$ cat config.mk
export PLATFORM = sky130hd
export DESIGN_NAME = qcco_select
export DESIGN_NICKNAME = d
export VERILOG_FILES = /design/src/hw/rtl/qcco_pkg.sv /design/src/hw/rtl/qcco_select.sv
export SDC_FILE = /design/constraint.sdc
export NUM_CORES = 1
export LEC_CHECK = 0
export BUFFER_PORTS_ARGS = -buffer_cell sky130_fd_sc_hd__buf_2
export CORE_ASPECT_RATIO = 0.9
export CORE_MARGIN = 5
export CORE_UTILIZATION = 45
export DETAILED_ROUTE_END_ITERATION = 6
export PLACE_DENSITY = 0.76
export SYNTH_ARGS = -nofsm -noshare
export SYNTH_HDL_FRONTEND = slang
export SYNTH_SLANG_ARGS = --single-unit
export TNS_END_PERCENT = 10
$ cat constraint.sdc
create_clock -name vclk -period 4.7
set_input_delay 0.235 -clock vclk [all_inputs]
set_output_delay 0.235 -clock vclk [all_outputs]
set_load 0.005 [all_outputs]
$ cat src/hw/rtl/qcco_pkg.sv
// qcco_pkg: widths, payload structs and internal types for the quad corner
// counterclockwise ordering unit. Used by every module under hw/rtl.
package qcco_pkg;

  localparam int COORD_BITS = 20;
  localparam int D_BITS     = COORD_BITS + 3;
  localparam int PROD_BITS  = 2 * D_BITS;
  localparam int TERM_BITS  = 2 * COORD_BITS + 1;
  localparam int AREA_BITS  = 2 * COORD_BITS + 3;
  localparam int THR_BITS   = 40;
  localparam int CMP_BITS   = (AREA_BITS > THR_BITS) ? AREA_BITS : THR_BITS;

  typedef logic signed [COORD_BITS-1:0] coord_t;
  typedef logic signed [D_BITS-1:0]     dvec_t;
  typedef logic signed [PROD_BITS-1:0]  prod_t;
  typedef logic signed [TERM_BITS-1:0]  term_t;
  typedef logic signed [AREA_BITS-1:0]  area_t;
  typedef logic [THR_BITS-1:0]          thr_t;
  typedef logic [1:0]                   idx_t;

  localparam thr_t THR_RESET = thr_t'(1);

  typedef struct packed {
    coord_t x;
    coord_t y;
  } corner_t;

  typedef corner_t [3:0]     corner_set_t;
  typedef idx_t [3:0]        order_t;
  typedef logic [3:0][3:0]   less_mat_t;   // [i][j]: corner i ranks before corner j
  typedef term_t [3:0][3:0]  term_mat_t;   // [a][b]: doubled area term of edge a->b

  // half-plane class of a centroid vector
  typedef enum logic [1:0] {
    ANG_LOWER = 2'd0,   // angle in (-pi, 0)
    ANG_UPPER = 2'd1,   // angle in [0, pi)
    ANG_NEG_X = 2'd2    // angle pi
  } ang_cls_t;

  typedef struct packed {
    coord_t first_x;
    coord_t first_y;
    coord_t second_x;
    coord_t second_y;
    coord_t third_x;
    coord_t third_y;
    coord_t fourth_x;
    coord_t fourth_y;
  } in_item_t;

  typedef struct packed {
    coord_t out0_x;
    coord_t out0_y;
    coord_t out1_x;
    coord_t out1_y;
    coord_t out2_x;
    coord_t out2_y;
    coord_t out3_x;
    coord_t out3_y;
    logic   collinear;
  } out_item_t;

endpackage

$ cat src/hw/rtl/qcco_select.sv
// qcco_select: collinear test on the area magnitude and final corner mux.
// Depends on qcco_pkg.
module qcco_select (
  input  qcco_pkg::corner_set_t pts,
  input  qcco_pkg::order_t      ord,
  input  qcco_pkg::area_t       area,
  input  qcco_pkg::thr_t        thr,
  output qcco_pkg::out_item_t   item
);

  logic                           neg;
  logic [qcco_pkg::AREA_BITS-1:0] mag;
  logic                           collinear;
  qcco_pkg::corner_set_t          sel;

  always_comb begin
    neg       = area[qcco_pkg::AREA_BITS-1];
    mag       = neg ? (-area) : area;
    collinear = qcco_pkg::CMP_BITS'(mag) < qcco_pkg::CMP_BITS'(thr);
    for (int i = 0; i < 4; i++) begin
      if (collinear) begin
        sel[i] = pts[i];
      end else if (neg) begin
        sel[i] = pts[ord[3-i]];
      end else begin
        sel[i] = pts[ord[i]];
      end
    end
    item.out0_x    = sel[0].x;
    item.out0_y    = sel[0].y;
    item.out1_x    = sel[1].x;
    item.out1_y    = sel[1].y;
    item.out2_x    = sel[2].x;
    item.out2_y    = sel[2].y;
    item.out3_x    = sel[3].x;
    item.out3_y    = sel[3].y;
    item.collinear = collinear;
  end

endmodule

==> Yosys cells after proc, flatten, opt, wreduce, memory -nomap -nowiden <==
Cells that the tools add are included.
{ "word_totals": {"register_bits": 0, "input_bits": 251, "output_inout_bits": 161} }
{ "classes": {"n_addsub": 1, "n_lt_le_gt_ge": 5, "muxes": 17} }
{ "ops": {"columns": ["op", "count"], "rows": [
  ["2-to-1 mux 40 bit", 12],
  ["binary-select mux 40 bit (select 2 bit)", 4],
  ["< comparator 43 x 40 -> 1 bit", 1],
  ["2-to-1 mux 43 bit", 1],
  ["negation 43 bit", 1],
  ["< comparator 2 x 3 -> 1 bit, second input constant", 4]
]} }

==> Longest topological paths before layout <==
{ "depth": {"word_depth": 4, "depth_mapped": 18} }

==> Worst setup path before layout <==
Ideal clock, no wire load.
{ "synth_timing": {"path_kind": "input port to output port", "from": "in area[5]", "to": "out item[101] in the netlist's numbering", "t_arrival_ns": 3.924, "setup_slack_ns": 0.541, "stages": 16, "path_buffers": 2, "cell_sequence": "nor4_1 nand2_1 or4_1 or3_1 or4_1 o41ai_1 xnor2_1 ha_1 o21a_1 nor2_1 nor3_1 a211oi_1 nand4_2 buf_6 buf_6 mux2_1"} }
{ "synth_lines": {"columns": ["element", "line_no", "source"], "rows": [
  ["start: declaration", "qcco_select.sv:6", "input qcco_pkg::area_t area,"],
  ["end: declaration", "qcco_select.sv:8", "output qcco_pkg::out_item_t item"]
]} }

==> flow_summary.ini <==
[grt]
grt_pass1_wl_mm = 49.7
grt_start_max_net_pins = 86
antenna_found_initial = 1
grt_usage_pct = 24.7
first_global_vias = 9346
overflow = 0

[sta]
slew_headroom_pct = 16.1
final.setup.tns_ps = -202
fmax_mhz = 212
worstMarginPinSlew_ps = 1260
final_hold_viol_count = 0
setup_violations = 18
fin_crit_sh_pct = 101
layout_min_cycle_time_ps = 4730
setup_ws_ps = -25.8
rsz0062_at_grt = true
whs_ps = 808
slew_violations = 0

[routing]
avgRoutedWirePerCell_um = 22.8
wirelength_mm = 34.1
drc = 0
drtPass1Iterations = 5
ant_nets = 0
vias = 9327
dr.first_iter.drc_count = 445
vias_per_cell = 6.22

[clock_tree]
cts_hold_buf = 0

[final_layout]
area.sequential_um2 = 0
drive_gt1_share_pct = 79.7
final_area_um2 = 12800
final_common_cell = buf_2
num_antenna_cells = 0
final_nets = 1502
final_cells = 1500
final_cell_mix = buf_2 (362), mux2_2 (231), mux4_2 (160)
clock_buffers = 0
area_growth_pct = 31.7
flops_and_latches = 0

[floorplanning]
die_w_um = 165
dieHeight_um = 150
dieArea_um2 = 24700
num_rows = 51
design.core.area_um2 = 21500
start_util_pct = 45.4
io_pins = 412

[placement]
dpl_cell_area_um2 = 12200
place_ws_ps = -123
dp.cells = 1492
gp_congestion = 0.959
io_buffers = 412
dp_hpwl_mm = 25.4

[run_status]
status = complete, but fails checks
violations = setup timing

[synth]
yosysUniqueCellTypes = 41
postSynthAreaPerCell_um2 = 11.7
syn_area_um2 = 9750
synth.net_count = 1122
synthCells = 831
yosys_warnings = 0
seq_area_frac_synth_pct = 0

[worst_setup_path]
crit_type = input port to output port
critPathRequiredTime_ps = 4470
end_kind = output port
critPathArrivalTime_ps = 4490
timing.critical_path.from_type = input port
crit_fanout = 13

[power]
leakagePower_nw = 5.65
peakVddDrop_mv = 0.0817
pwr_density_cell_nw_per_um2 = 144

[worst_hold_path]
hold_class = input port to output port

[run]
maxCapViolations = 0
[synthesized netlist by cell type, types with 3 or more instances]
cell type | count | area (um2)
ha_1 | 40 | 500
xnor2_1 | 37 | 324
o41ai_1 | 3 | 26.3
mux2_2 | 231 | 2600
or3_1 | 8 | 50.1
mux4_2 | 160 | 3600
nor4_1 | 5 | 31.3
clkbuf_1 | 45 | 169
o21ai_0 | 18 | 90.1
or4_1 | 5 | 37.5
mux2_1 | 8 | 90.1
nand2_1 | 26 | 97.6
inv_1 | 43 | 161
nor3_1 | 7 | 35.0
a21oi_1 | 18 | 90.1
o31ai_1 | 11 | 82.6
nand3_1 | 9 | 45.0
buf_2 | 8 | 40.0
a211oi_1 | 3 | 22.5
buf_6 | 10 | 113
nand2b_1 | 4 | 25.0
nor2_1 | 9 | 33.8
nand4_1 | 9 | 56.3
buf_1 | 14 | 52.6
mux2_4 | 81 | 1220
[through the flow]
step           util, %  power (W)
2_1_floorplan        -    0.00107
3_3_place_gp      56.6    0.00164
3_5_place_dp      56.6    0.00168
4_1_cts           56.8    0.00169
5_1_grt           59.7    0.00198
6_report          59.7    0.00185
[metal layers]
metal | up-vias | track usage (%) | part of all wire [%]
met5 | - | 0 | 0
li1 | 4175 | - | -
met1 | 4633 | 32.1 | 38
met3 | 65 | 2.73 | 7.2
met2 | 454 | 44.4 | 52
met4 | 0 | 5.20 | 2.7
[report_power, final]
group	leakage [nW]	internal, W	switching [W]
registers	0	0	0
clock network	0	0	0
logic	5.65	0.00108	0.000765
total	5.65	0.00108	0.000765
[worst max-delay path, cell delays in order]
cell	delay [ps]
buf_6	100
nor4_4	300
nand2_2	120
or4_4	440
or3_4	350
or4_4	450
o41ai_4	330
xnor2_1	200
ha_2	330
o21a_1	190
nor2_2	100
nor3_2	60
a211oi_2	140
buf_4	140
nand4_4	140
buf_12	210
clkbuf_16	190
mux2_4	320
buf_6	120
[layout make-up]
type,instances,area (um2)
multi-input cells,710,9410
fillers,1718,8660
repair buffers,456,2910
well taps,291,364
inverters,43,161
[cell families after synthesis]
group           synth area share (%)
compound gates                  3.81
fa+ha+maj                       5.13
mux                             77.0
buf+inv                         5.57
simple gates                    5.07
xor+xnor                        3.41
[repair_timing]
action / in CTS / in global routing
endpoints found under the hold margin: 0 / 0
pin swaps: 1 / 5
gates cloned: 0 / 7
setup endpoints to repair: 154 / 161
resized for setup: 9 / 85
buffers inserted: 0 / 1
[worst paths after layout]
path	from	end	slack, ps	cells after the start
max	area[5]	item[86]	-30	19
min	pts[29]	item[150]	810	3
Power figures use the tool's default switching activity.
