## config.mk

```make
export PLATFORM = sky130hd
export DESIGN_NAME = qcco_order
export DESIGN_NICKNAME = d
export VERILOG_FILES = /design/src/hw/rtl/qcco_pkg.sv /design/src/hw/rtl/qcco_order.sv
export SDC_FILE = /design/constraint.sdc
export NUM_CORES = 2
export LEC_CHECK = 0
export BUFFER_PORTS_ARGS = -buffer_cell sky130_fd_sc_hd__clkbuf_2
export CORE_AREA = 2 2 281 283
export DETAILED_ROUTE_END_ITERATION = 7
export DIE_AREA = 0 0 283 285
export MAX_ROUTING_LAYER = met4
export SLEW_MARGIN = 25
export SYNTH_ARGS = -nofsm -noshare
export SYNTH_HDL_FRONTEND = slang
export SYNTH_SLANG_ARGS = --single-unit
```

## constraint.sdc

```tcl
create_clock -name vclk -period 9.3
set_input_delay 1.395 -clock vclk [all_inputs]
set_output_delay 1.395 -clock vclk [all_outputs]
set_load 0.02 [all_outputs]
```

## src/hw/rtl/qcco_pkg.sv

```systemverilog
// qcco_pkg: widths, payload structs and internal types for the quad corner
// counterclockwise ordering unit. Used by every module under hw/rtl.
package qcco_pkg;

  localparam int COORD_BITS = 20;
  localparam int D_BITS     = COORD_BITS + 3;
  localparam int PROD_BITS  = 2 * D_BITS;
  localparam int TERM_BITS  = 2 * COORD_BITS + 1;
  localparam int AREA_BITS  = 2 * COORD_BITS + 3;
  localparam int THR_BITS   = 40;
  localparam int CMP_BITS   = (AREA_BITS > THR_BITS) ? AREA_BITS : THR_BITS;

  typedef logic signed [COORD_BITS-1:0] coord_t;
  typedef logic signed [D_BITS-1:0]     dvec_t;
  typedef logic signed [PROD_BITS-1:0]  prod_t;
  typedef logic signed [TERM_BITS-1:0]  term_t;
  typedef logic signed [AREA_BITS-1:0]  area_t;
  typedef logic [THR_BITS-1:0]          thr_t;
  typedef logic [1:0]                   idx_t;

  localparam thr_t THR_RESET = thr_t'(1);

  typedef struct packed {
    coord_t x;
    coord_t y;
  } corner_t;

  typedef corner_t [3:0]     corner_set_t;
  typedef idx_t [3:0]        order_t;
  typedef logic [3:0][3:0]   less_mat_t;   // [i][j]: corner i ranks before corner j
  typedef term_t [3:0][3:0]  term_mat_t;   // [a][b]: doubled area term of edge a->b

  // half-plane class of a centroid vector
  typedef enum logic [1:0] {
    ANG_LOWER = 2'd0,   // angle in (-pi, 0)
    ANG_UPPER = 2'd1,   // angle in [0, pi)
    ANG_NEG_X = 2'd2    // angle pi
  } ang_cls_t;

  typedef struct packed {
    coord_t first_x;
    coord_t first_y;
    coord_t second_x;
    coord_t second_y;
    coord_t third_x;
    coord_t third_y;
    coord_t fourth_x;
    coord_t fourth_y;
  } in_item_t;

  typedef struct packed {
    coord_t out0_x;
    coord_t out0_y;
    coord_t out1_x;
    coord_t out1_y;
    coord_t out2_x;
    coord_t out2_y;
    coord_t out3_x;
    coord_t out3_y;
    logic   collinear;
  } out_item_t;

endpackage

```

## src/hw/rtl/qcco_order.sv

```systemverilog
// qcco_order: stable rank of the four corners and the doubled signed area
// of the sorted order. Depends on qcco_pkg.
module qcco_order (
  input  qcco_pkg::less_mat_t less,
  input  qcco_pkg::term_mat_t term,
  output qcco_pkg::order_t    ord,
  output qcco_pkg::area_t     area
);

  qcco_pkg::idx_t rank [4];

  always_comb begin
    for (int i = 0; i < 4; i++) begin
      rank[i] = '0;
      for (int j = 0; j < 4; j++) begin
        // earlier input wins ties
        if (j != i && (less[j][i] || (j < i && !less[i][j] && !less[j][i]))) begin
          rank[i] = rank[i] + 2'd1;
        end
      end
    end
    ord = '0;
    for (int i = 0; i < 4; i++) begin
      ord[rank[i]] = qcco_pkg::idx_t'(i);
    end
  end

  always_comb begin
    area = '0;
    for (int r = 0; r < 4; r++) begin
      area = area + qcco_pkg::AREA_BITS'(
        qcco_pkg::term_t'(term[ord[r]][ord[qcco_pkg::idx_t'(r + 1)]]));
    end
  end

endmodule

```

Word level (Yosys, flattened, before mapping)
Index checks and enable logic that the tools add are counted. W data, S select, Z words.

$add $sub $neg: 9. Magnitude comparators: 10. Multiplexer cells: 31. Bitwise gates (word level): 3. Reductions and logical operators: 27.

Operators by type and width (count): $bmux W164 S2 (4); $mux W164 (4); $bmux W41 S2 (4); $mux W41 (4); $add A42 B41 Y43 (1); $add A43 B41 Y43 (1); $add A41 B41 Y42 (1); $lt A2 B3 Y1 const B (7); $mux W2 (9); $demux W2 S2 (3); $logic_not A1 Y1 (12); $logic_and A1 B1 Y1 (9); $or A8 B8 Y8 (1); $add A1 B1 Y2 const B (3); $add A2 B1 Y2 const B (3); $ge A2 B1 Y1 const B (3); $logic_or A1 B1 Y1 (6); $and A4 B4 Y4 (1); $not A4 Y4 (1); $mux W1 (3).

Bits in registers: 0. Input port bits: 672. Output and inout bits: 51. Word-level logic and storage cells: 80.

Depth between registers and ports, before layout
Word-level depth: 22. Mapped depth: 31. Mapped depth without buffers: 27.

Least setup slack after synthesis
No wires, ideal clock.

Kind: input port to output port. Start point: in less[6] (netlist bit). End point: out area[38]. Arrival: 7.228 ns. Data required time: 7.905 ns. Setup slack: 0.677 ns. Stages on the path: 28. Path buffers: 5. Cell sequence: nand2b_1 ha_1 buf_2 nor3_1 a31oi_4 and3_1 buf_4 clkinv_2 buf_4 buf_6 buf_2 a311oi_1 o311ai_0 nand2_1 fa_1 inv_1 fa_1 inv_1 ha_1 a211oi_1 o21ai_0 a22o_1 a221o_1 o211ai_2 a31oi_1 a21oi_1 a21oi_1 a311oi_1.

Cells in the longest elaborated chain, start to end: 20. Elaborated cells between the ends (all ways): 33. Those cells by class: 4 x add/sub; 2 x order compare; 20 x mux; 3 x bitwise; 4 x reduce/logical.

Ends and longest elaborated chain: start, declared (line qcco_order.sv:4) `input qcco_pkg::less_mat_t less,`; $logic_not A1 Y1 (line qcco_order.sv:17) `if (j != i && (less[j][i] || (j < i && !less[i][j] && !less[j][i]))) begin`; $logic_and A1 B1 Y1 (line qcco_order.sv:17); $logic_or A1 B1 Y1 * (line qcco_order.sv:17); $mux W2 * (line qcco_order.sv:17); $add A2 B1 Y2 (line qcco_order.sv:18) `rank[i] = rank[i] + 2'd1;`; $mux W2 * (line qcco_order.sv:17); $lt A2 B3 Y1 (not written as such) or $ge A2 B1 Y1 (tied branches) (line qcco_order.sv:24) `ord[rank[i]] = qcco_pkg::idx_t'(i);`; $logic_and A1 B1 Y1 (not written as such) (line qcco_order.sv:24); (+4 left out); $or A8 B8 Y8 (no line) *; $bmux W164 S2 (line qcco_order.sv:32) `qcco_pkg::term_t'(term[ord[r]][ord[qcco_pkg::idx_t'(r + 1)]]));`; $mux W164 (not written as such) (line qcco_order.sv:32); $bmux W41 S2 (line qcco_order.sv:32); $mux W41 (not written as such) (line qcco_order.sv:32); $add A41 B41 Y42 (line qcco_order.sv:31) `area = area + qcco_pkg::AREA_BITS'(`; $add A42 B41 Y43 (line qcco_order.sv:31); $add A43 B41 Y43 * (line qcco_order.sv:31); end, declared (line qcco_order.sv:7) `output qcco_pkg::area_t area`.

Every way passes the cells marked *; elsewhere a longest branch is shown, timed or not. The select of a mux whose other input is x is not followed.

Worst setup path in the final report
Start point: in less[6] (netlist bit). End point: out area[35].

Same word-level chain as after synthesis.

==> flow_summary.json <==
{
  "run_status": "completed",
  "setup_viol": 0,
  "antenna_found_initial": 119,
  "io_buffers": 719,
  "dp_hpwl_um": 134300,
  "yosys.area.top_type_share": 0.2241,
  "peakVddDrop_uv": 428.5,
  "die_h_um": 285,
  "die-width_um": 283,
  "wl_per_cell_um": 28.79,
  "yosys.area_share.xor_xnor": 0.01278,
  "seq_area_frac_synth": 0,
  "post-place-cells": 6256,
  "yosys.area_share.simple": 0.3910,
  "die-area_mm2": 0.08066,
  "vias_per_cell": 6.605,
  "timing.final.crit_period_ps": 9195,
  "clockPowerShare": 0,
  "wl_met1_um": 62110,
  "firstDrtPassIters": 7,
  "synth_compound_area_frac": 0.3990,
  "drtAntennaViolNets": 0,
  "start_kind": "input port",
  "yosys-top-cells-count": "nand2_1, nand3_1, a21oi_1",
  "synthTopCellsByArea": "nand2_1, nand3_1, a21oi_1",
  "hp-class": "in2out",
  "power.total_uw": 11750,
  "drc": 0,
  "yosys.cell_types.count": 76,
  "slew_violations": 0,
  "dp_slack_ps": -219.8,
  "yosys.area_share.adder": 0.08873,
  "fin_nets": 6038,
  "synth_fp_nets": 5449,
  "drt_iter0_markers": 7072,
  "max_stage_delay_ps": 490,
  "drive_gt1_frac": 0.2205,
  "met2WireLength_um": 78430,
  "io_pins": 723,
  "fin_cells": 6415,
  "syn_area_mm2": 0.02535,
  "arrival_ps": 7800,
  "utilization": 0.4171,
  "core_area_mm2": 0.07797,
  "place_congestion": 1.060,
  "cp_slowest_cell": "fa_1",
  "fin_crit_sh": 0.9887,
  "power.density_mw_per_mm2": 361.2,
  "drv_cap": 0,
  "synth_top_area_cell": "nand2_1",
  "register_area_um2": 0,
  "grt_start_max_net_pins": 107,
  "postSynthAreaPerCell_um2": 5.456,
  "grt_pass1_vias": 37950,
  "num_rows": 103,
  "final.setup.tns_ps": 0,
  "synth_top_family_by_area": "compound AO/OA/AOI/OAI gates",
  "wl_um": 184700,
  "vias": 42370,
  "tightest_slew_ps": 786.3,
  "critPathKind": "in2out",
  "grtUsageTotal": 0.4320,
  "endpoint_kind": "output pin",
  "area_growth_pct": 28.27,
  "wl_met3_um": 28750,
  "syn_inst": 4647,
  "slew_headroom": 0.4758,
  "design.seq.count": 0,
  "grt_setup_unrepaired": "true",
  "synthMuxAreaShare": 0.01554,
  "worstPathRequired_ps": 7910,
  "netSwitchingPower_uw": 7289,
  "initial_core_util": 0.3252,
  "leakage_uw": 0.01432,
  "intPower_uw": 4457,
  "yosys.cell_count.top_type": "nand2_1",
  "cp_max_fo": 33,
  "layout_setup_ws_ps": 105.3,
  "fmax_mhz": 108.8,
  "crit_top_cell": "buf_4",
  "power_frac_comb": 1.000,
  "clkbuf_count": 0,
  "hold_viol_final": 0,
  "overflow": 0,
  "top_layer": "met4",
  "power_frac_seq": 0,
  "grt_first_pass_wirelength_um": 259500,
  "yosysWarnings": 0,
  "sw_frac_of_total": 0.6206
}
[layout make-up]
type                       instances  area [µm²]
fill                            8573       45450
multi-input combinational       4089       23420
timing repair buffer            1073        7168
tap                             1050        1314
antenna                          131       327.8
inverter                          71       289.0
timing repair inverter             1       8.758
[routing by layer]
layer	track usage	vias up
met2	0.6499	3835
li1	-	18220
met5	-	-
met3	0.1595	996
met1	0.4853	19310
met4	0.2668	0
[critical path: cells and delay by family]
kind,cells,cell delay (ps)
AO/OA/AOI/OAI,10,1860
adder cells (fa/ha/maj),4,1670
buffers and inverters,10,2030
AND/OR/NAND/NOR,5,790
[final timing paths]
kind | from | cells past startpoint | slack, ps | to
setup / recovery | less[6] | 29 | 110 | area[35]
hold / removal | term[123] | 7 | 3740 | area[0]
[power groups by stage]
stage	Combinational (µW)	Clock, µW	Sequential [µW]
after floorplan	6120	0	0
final	11700	0.00281	0
after CTS	11200	0	0
after detailed placement	11100	0	0
after global placement	11100	0	0
after global routing	12400	0.00266	0
[layout by cell type (no fill, tap or decap), types with 43 or more instances in the layout]
master	Yosys	final
nand2_1	1514	1511
clkbuf_2	0	717
nand3_1	404	402
a21oi_1	338	332
nor2_1	327	321
buf_4	22	281
o21ai_0	212	200
a311oi_1	148	148
a31oi_1	149	147
diode_2	0	131
o211ai_1	98	98
a221oi_1	84	84
fa_1	83	82
inv_1	67	67
nor3_1	62	60
o22ai_1	61	60
a211oi_1	55	54
o311ai_0	60	50
ha_1	47	43
[per-stage QoR]
stage | hold slack (ps) | cell area (µm²)
2_1_floorplan | 3266 | 25350
3_3_place_gp | 3747 | 31420
3_5_place_dp | 3730 | 31420
4_1_cts | 3735 | 31500
5_1_grt | 3805 | 32490
6_report | 3740 | 32520
[logic make-up after synthesis]
logic type	after synthesis
AOI/OAI and AO/OA	1475
xor gates and xnor gates	37
adders and majority gates	130
buffers and inverters	559
muxes	38
and+or+nand+nor	2408
[what timing repair did]
action	in CTS	in global routing
setup endpoints to repair	5	18
hold buffers	0	0
cloned	1	11
pin swaps	0	11
buffers inserted	2	14
gates resized for setup	4	89
Power figures use the tool's default switching activity.
